==> config.mk <==
export PLATFORM = sky130hd
export DESIGN_NAME = tace_exec
export DESIGN_NICKNAME = d
export VERILOG_FILES = /design/src/design/tace_pkg.sv /design/src/design/tace_exec.sv
export SDC_FILE = /design/constraint.sdc
export NUM_CORES = 1
export LEC_CHECK = 0
export BUFFER_PORTS_ARGS = -buffer_cell sky130_fd_sc_hd__buf_2
export CORE_MARGIN = 2
export CORE_UTILIZATION = 45
export DETAILED_ROUTE_END_ITERATION = 12
export PLACE_DENSITY = 0.67
export SLEW_MARGIN = 10
export SYNTH_ARGS = -nofsm -noshare
export SYNTH_HDL_FRONTEND = slang
export SYNTH_SLANG_ARGS = --single-unit
==> constraint.sdc <==
create_clock -name vclk -period 20.5
set_input_delay 2.05 -clock vclk [all_inputs]
set_output_delay 2.05 -clock vclk [all_outputs]
set_load 0.005 [all_outputs]
==> src/design/tace_pkg.sv <==
// Shared types, constants and field helpers for the three-address execute block.
// No dependencies; imported by every module of the block.
package tace_pkg;

    localparam int DATA_WORDS = 256;
    localparam int ADDR_W     = $clog2(DATA_WORDS);
    localparam int WORD_W     = 16;
    localparam int REG_COUNT  = 8;
    localparam int RIDX_W     = $clog2(REG_COUNT);
    localparam int INSN_W     = 32;

    localparam logic OPER_EXEC = 1'b0;
    localparam logic OPER_LOAD = 1'b1;

    typedef logic [WORD_W-1:0] word_t;
    typedef logic [RIDX_W-1:0] ridx_t;
    typedef logic [ADDR_W-1:0] maddr_t;

    typedef enum logic [3:0] {
        OP_LTR  = 4'd0,
        OP_RTM  = 4'd1,
        OP_ADDL = 4'd2,
        OP_MTR  = 4'd3,
        OP_JIL  = 4'd4,
        OP_RTR  = 4'd5,
        OP_ADD  = 4'd6,
        OP_MUL  = 4'd7,
        OP_END  = 4'd8
    } opcode_t;

    typedef struct packed {
        logic        operation;
        logic [31:0] instruction;
        logic [7:0]  load_addr;
        logic [15:0] load_value;
        logic [2:0]  probe_index;
    } cmd_t;

    typedef struct packed {
        logic [15:0] next_pc;
        logic        halted;
        logic [15:0] probe_value;
    } rsp_t;

    typedef struct packed {
        logic  we;
        ridx_t idx;
        word_t data;
    } rf_wr_t;

    typedef struct packed {
        logic   we;
        logic   re;
        maddr_t addr;
        word_t  data;
    } mem_req_t;

    typedef struct packed {
        rf_wr_t   wr_dest;
        rf_wr_t   wr_op1;
        logic     load_dest;
        mem_req_t mem;
        word_t    next_pc;
        logic     halted;
    } exec_t;

    function automatic opcode_t insn_opcode(input logic [INSN_W-1:0] insn);
        return opcode_t'(insn[31:28]);
    endfunction

    function automatic word_t insn_literal(input logic [INSN_W-1:0] insn);
        return insn[24:9];
    endfunction

    function automatic ridx_t insn_dest(input logic [INSN_W-1:0] insn);
        return insn[8:6];
    endfunction

    function automatic ridx_t insn_op1(input logic [INSN_W-1:0] insn);
        return insn[5:3];
    endfunction

    function automatic ridx_t insn_op2(input logic [INSN_W-1:0] insn);
        return insn[2:0];
    endfunction

endpackage

==> src/design/tace_exec.sv <==
// Instruction decode and execute: register writes, memory request, next pc.
// Depends on tace_pkg.
module tace_exec (
    input  tace_pkg::cmd_t  cmd,
    input  tace_pkg::word_t pc,
    input  tace_pkg::word_t op1_val,
    input  tace_pkg::word_t op2_val,
    input  tace_pkg::word_t dest_val,
    output tace_pkg::exec_t ex
);
    import tace_pkg::*;

    opcode_t              opc;
    word_t                lit;
    logic [2*WORD_W-1:0]  prod;

    assign opc  = insn_opcode(cmd.instruction);
    assign lit  = insn_literal(cmd.instruction);
    assign prod = op1_val * op2_val;

    always_comb
    begin
        ex              = '0;
        ex.wr_dest.idx  = insn_dest(cmd.instruction);
        ex.wr_op1.idx   = insn_op1(cmd.instruction);
        ex.next_pc      = word_t'(pc + word_t'(1));
        if (cmd.operation == OPER_LOAD)
        begin
            ex.mem.we   = 1'b1;
            ex.mem.addr = maddr_t'(cmd.load_addr);
            ex.mem.data = cmd.load_value;
            ex.next_pc  = pc;
        end
        else
        begin
            unique case (opc)
                OP_LTR:
                begin
                    ex.wr_dest.we   = 1'b1;
                    ex.wr_dest.data = lit;
                end
                OP_RTM:
                begin
                    ex.mem.we   = 1'b1;
                    ex.mem.addr = maddr_t'(dest_val);
                    ex.mem.data = op1_val;
                end
                OP_ADDL:
                begin
                    ex.wr_dest.we   = 1'b1;
                    ex.wr_dest.data = word_t'(op1_val + lit);
                end
                OP_MTR:
                begin
                    ex.mem.re    = 1'b1;
                    ex.mem.addr  = maddr_t'(op1_val);
                    ex.load_dest = 1'b1;
                end
                OP_JIL:
                begin
                    if (op1_val < op2_val)
                    begin
                        ex.next_pc = lit;
                    end
                end
                OP_RTR:
                begin
                    ex.wr_dest.we   = 1'b1;
                    ex.wr_dest.data = op1_val;
                end
                OP_ADD:
                begin
                    ex.wr_dest.we   = 1'b1;
                    ex.wr_dest.data = word_t'(op1_val + op2_val);
                end
                OP_MUL:
                begin
                    ex.wr_dest.we   = 1'b1;
                    ex.wr_dest.data = prod[WORD_W-1:0];
                    ex.wr_op1.we    = 1'b1;
                    ex.wr_op1.data  = prod[2*WORD_W-1:WORD_W];
                end
                OP_END:
                begin
                    ex.halted  = 1'b1;
                    ex.next_pc = pc;
                end
                default:
                begin
                end
            endcase
        end
    end

endmodule

After elaboration in Yosys (flattened, before gate mapping)
Cells that the tools add are included.
{ "word_totals": {"register_bits": 0, "inputBits": 124, "out_inout_bits": 84, "elab_cells": 33} }
{ "classes": {"n_addsub": 3, "mul": 1, "order_cmp": 1, "eq_ne": 8, "muxes": 18, "n_reduce_logical": 2} }
{ "op_table": {"columns": ["op", "count"], "rows": [
  ["$pmux 16 s5", 1],
  ["$mux 16", 3],
  ["$mux 40", 1],
  ["$mux 17", 2],
  ["$add 16x16->16", 2],
  ["$mul 16x16->32", 1],
  ["$pmux 16 s2", 1],
  ["$add 16x1->16 const B", 1],
  ["$eq 4x3->1 const B", 4],
  ["$lt 16x16->1", 1],
  ["$pmux 8 s2", 1],
  ["$mux 1", 9],
  ["$eq 4x2->1 const B", 2],
  ["$reduce_or 5->1", 1],
  ["$eq 4x1->1 const B", 1],
  ["$eq 4x4->1 const B", 1],
  ["$logic_not 4->1", 1]
]} }

Depth between registers and ports, before layout
{ "logic_depth": {"depth_word": 4, "mapped_depth": 23, "mapped_depth_nobuf": 22} }

Worst setup path before layout
No wires, ideal clock.
{ "synth_timing": {"kind": "input to output", "from": "input op1_val[6]", "to": "output ex[57] (netlist bit)", "arrival_time_ns": 7.539, "required_time_ns": 18.450, "slack_ns": 10.911, "cell_stages": 20, "n_path_buf": 2, "path_cell_list": "clkbuf_1 -> clkbuf_1 -> nand2_1 -> fa_1 -> inv_1 -> fa_1 -> fa_1 -> fa_1 -> fa_1 -> inv_1 -> fa_1 -> inv_1 -> ha_1 -> nand2_1 -> nor2_1 -> nand4_1 -> a21oi_1 -> o41ai_4 -> o31a_1 -> o311ai_1"} }
{ "synth_lines": {"columns": ["element", "line_no", "text"], "rows": [
  ["from (decl)", "tace_exec.sv:6", "input tace_pkg::word_t op1_val,"],
  ["to (decl)", "tace_exec.sv:9", "output tace_pkg::exec_t ex"]
]} }

==> metrics.txt <==
Post-synth top cells=inv_1 (261), nand2_1 (198), fa_1 (195), ha_1 (150), and2_1 (104); vias in the first global route=roughly 11000; dpl ws=just over 10 ns; met3 Track Usage GR=1.62%; top-area cell type share of the netlist area=between 30% and 40%; crit path DAT=8.24 ns; worst-path cell chain=buf_2 > and2_1 > fa_1 > inv_1 > fa_1 > inv_1 > fa_1 > fa_1 > fa_1 > inv_1 > fa_1 > inv_1 > ha_1 > nand2_1 > nor2_1 > nand4_1 > a31oi_1 > o31ai_1 > and3_1 > nor3_1 > buf_2; placed inst area=between 0.01 and 0.015 sq mm; Antenna Cells=0; ANT nets after route=0; final wirelength=33.6 mm; CLK BUF=0; status=finished, final reports clean; sequential fraction of the synthesis area=0%; drt drc=0; GRT overflow=0; final setup fails=0; Core Region=0.0259 sq mm; CP peak stage delay=about 0.54 ns; max cap viols=0; Slew @ Worst Pin=around 1.2 ns; syn nets=a little under 2000; DRT iter0 DRCs=704; Crit Path Category=input port to primary output; Netlist Area Pre-Place=between 0.01 and 0.015 sq mm; global placement routability congestion=0.926; syn_area_per_cell=7.97 sq um; vias=10700; most frequent cell on the critical path=fa_1; top cell type by total area after synthesis=fa_1; Hold/Removal Path Class=input port to primary output; die footprint=approximately 0.027 sq mm; final setup TNS=0 ns; seq_cells=0; Detail Placement HPWL=approximately 27 mm; post-synthesis cell count=roughly 1500; routed len/inst=17.5 um; die width=166 um; row count=59; DR vias/cell=~5.6; maximum VDD drop=approximately 0.21 mV; I/O pins=~210; Filler cells=around 2500; YS warnings=0; Worst Setup Start Kind=input port; synth top area cells=fa_1 (33%), ha_1 (16%), inv_1 (8.3%), nand2_1 (6.3%), and2_1 (5.5%); post-cts hold buffer count=0; CTS resizes=0; Worst Path Buf+Inv=6; Port Buffers=~180; first-pass GRT wire length=54.9 mm; Final #Nets=between 2000 and 2500; die span in y=roughly 170 um; final instance area=0.0128 sq mm; FF+latch area=0 sq um; slowest stage cell, crit path=fa_1; DRT Pass-1 Iters=6; met1 GRT Util=32.9%; final worst slack=~10 ns; count of cell types in the netlist=70; Fmax achieved=approximately 97 MHz; Final period util=between 50% and 60%; Min Hold Slack=around 4.1 ns; CP delay by family, top=adder cells; Critical Path Fanout Max=21; postcts setup bufs=0; cell with the most instances after synthesis=inv_1; Max Slew Vio Count=0; leakage power=6.73 nW; grt peak-use layer=met2; initial antenna violation count=1; Initial Utilization=45.5%; met2 Usage GRT=a little over two fifths; footprint of the multi-input gates=approximately 0.010 sq mm; Layout area overhead=8.57%; Tot GR Track Use=24.2%; layout cells sized above 1=between 10% and 20%; Worst Path Required=approximately 18 ns; largest net degree at the start of global routing=52; Power Dens Cells=~140 mW/mm^2; min cycle time layout=10.29 ns; Relative slew margins=22.4%; RSZ-0062 raised after global routing=no; Critical Path End Type=primary output; Hold Fails Final Rpt=0; Post-Route Utilization=49.4%
power by group:
group	total [mW]	internal (mW)	leakage, nW	switching [mW]
registers	0	0	0	0
clock network	0	0	0	0
logic	1.80	0.731	6.73	1.07
total	1.80	0.731	6.73	1.07
per-stage QoR:
stage | std cells | power [mW]
finish | 1918 | 1.80
global route | 1918 | 2.03
CTS | 1918 | 1.81
detailed placement | 1918 | 1.79
global placement | 1918 | 1.77
floorplan | 1478 | 1.36
routing by layer:
metal | vias up | part of all wire [%] | routed length (um)
met5 | - | 0.033 | 11
met4 | 2 | 2.7 | 920
met3 | 53 | 5.6 | 1870
met2 | 356 | 50 | 16700
met1 | 5315 | 42 | 14100
li1 | 4963 | - | -
layout make-up:
type | instances | share of cell area, %
well taps | 335 | 3.28
multi-input cells | 1139 | 81.9
inverters | 262 | 7.69
repair buffers | 182 | 7.18
cells by family (layout without fill, tap and decap cells):
group / Yosys count / after routing / share of synthesized area (%)
simple gates: 481 / 481 / 19.5
fa+ha+maj: 345 / 345 / 49.1
buf+inv: 339 / 444 / 11.2
compound gates: 236 / 236 / 13.9
xor+xnor: 39 / 39 / 2.90
mux: 38 / 38 / 3.46
worst paths after layout:
kind / endpoint / slack, ns / depth (start not counted) / from
max: ex[58] / 10.21 / 21 / op1_val[5]
min: ex[61] / 4.10 / 0 / cmd[31]
cell usage in the layout (no fill, tap or decap), types with 10 or more instances in the layout:
| cell | n |
|---|---|
| inv_1 | 261 |
| nand2_1 | 198 |
| fa_1 | 195 |
| buf_2 | 179 |
| ha_1 | 150 |
| and2_1 | 104 |
| nor2_1 | 77 |
| a21oi_1 | 65 |
| o21ai_0 | 40 |
| a21o_1 | 31 |
| xnor2_1 | 24 |
| mux2_2 | 22 |
| nor3_1 | 20 |
| nand3_1 | 17 |
| a22o_1 | 17 |
| mux2i_1 | 16 |
| xor2_1 | 15 |
| nand2b_1 | 13 |
| nand4_1 | 11 |
| a31oi_1 | 10 |
| and3_1 | 10 |
No activity file was read; power rests on OpenSTA's default activity.
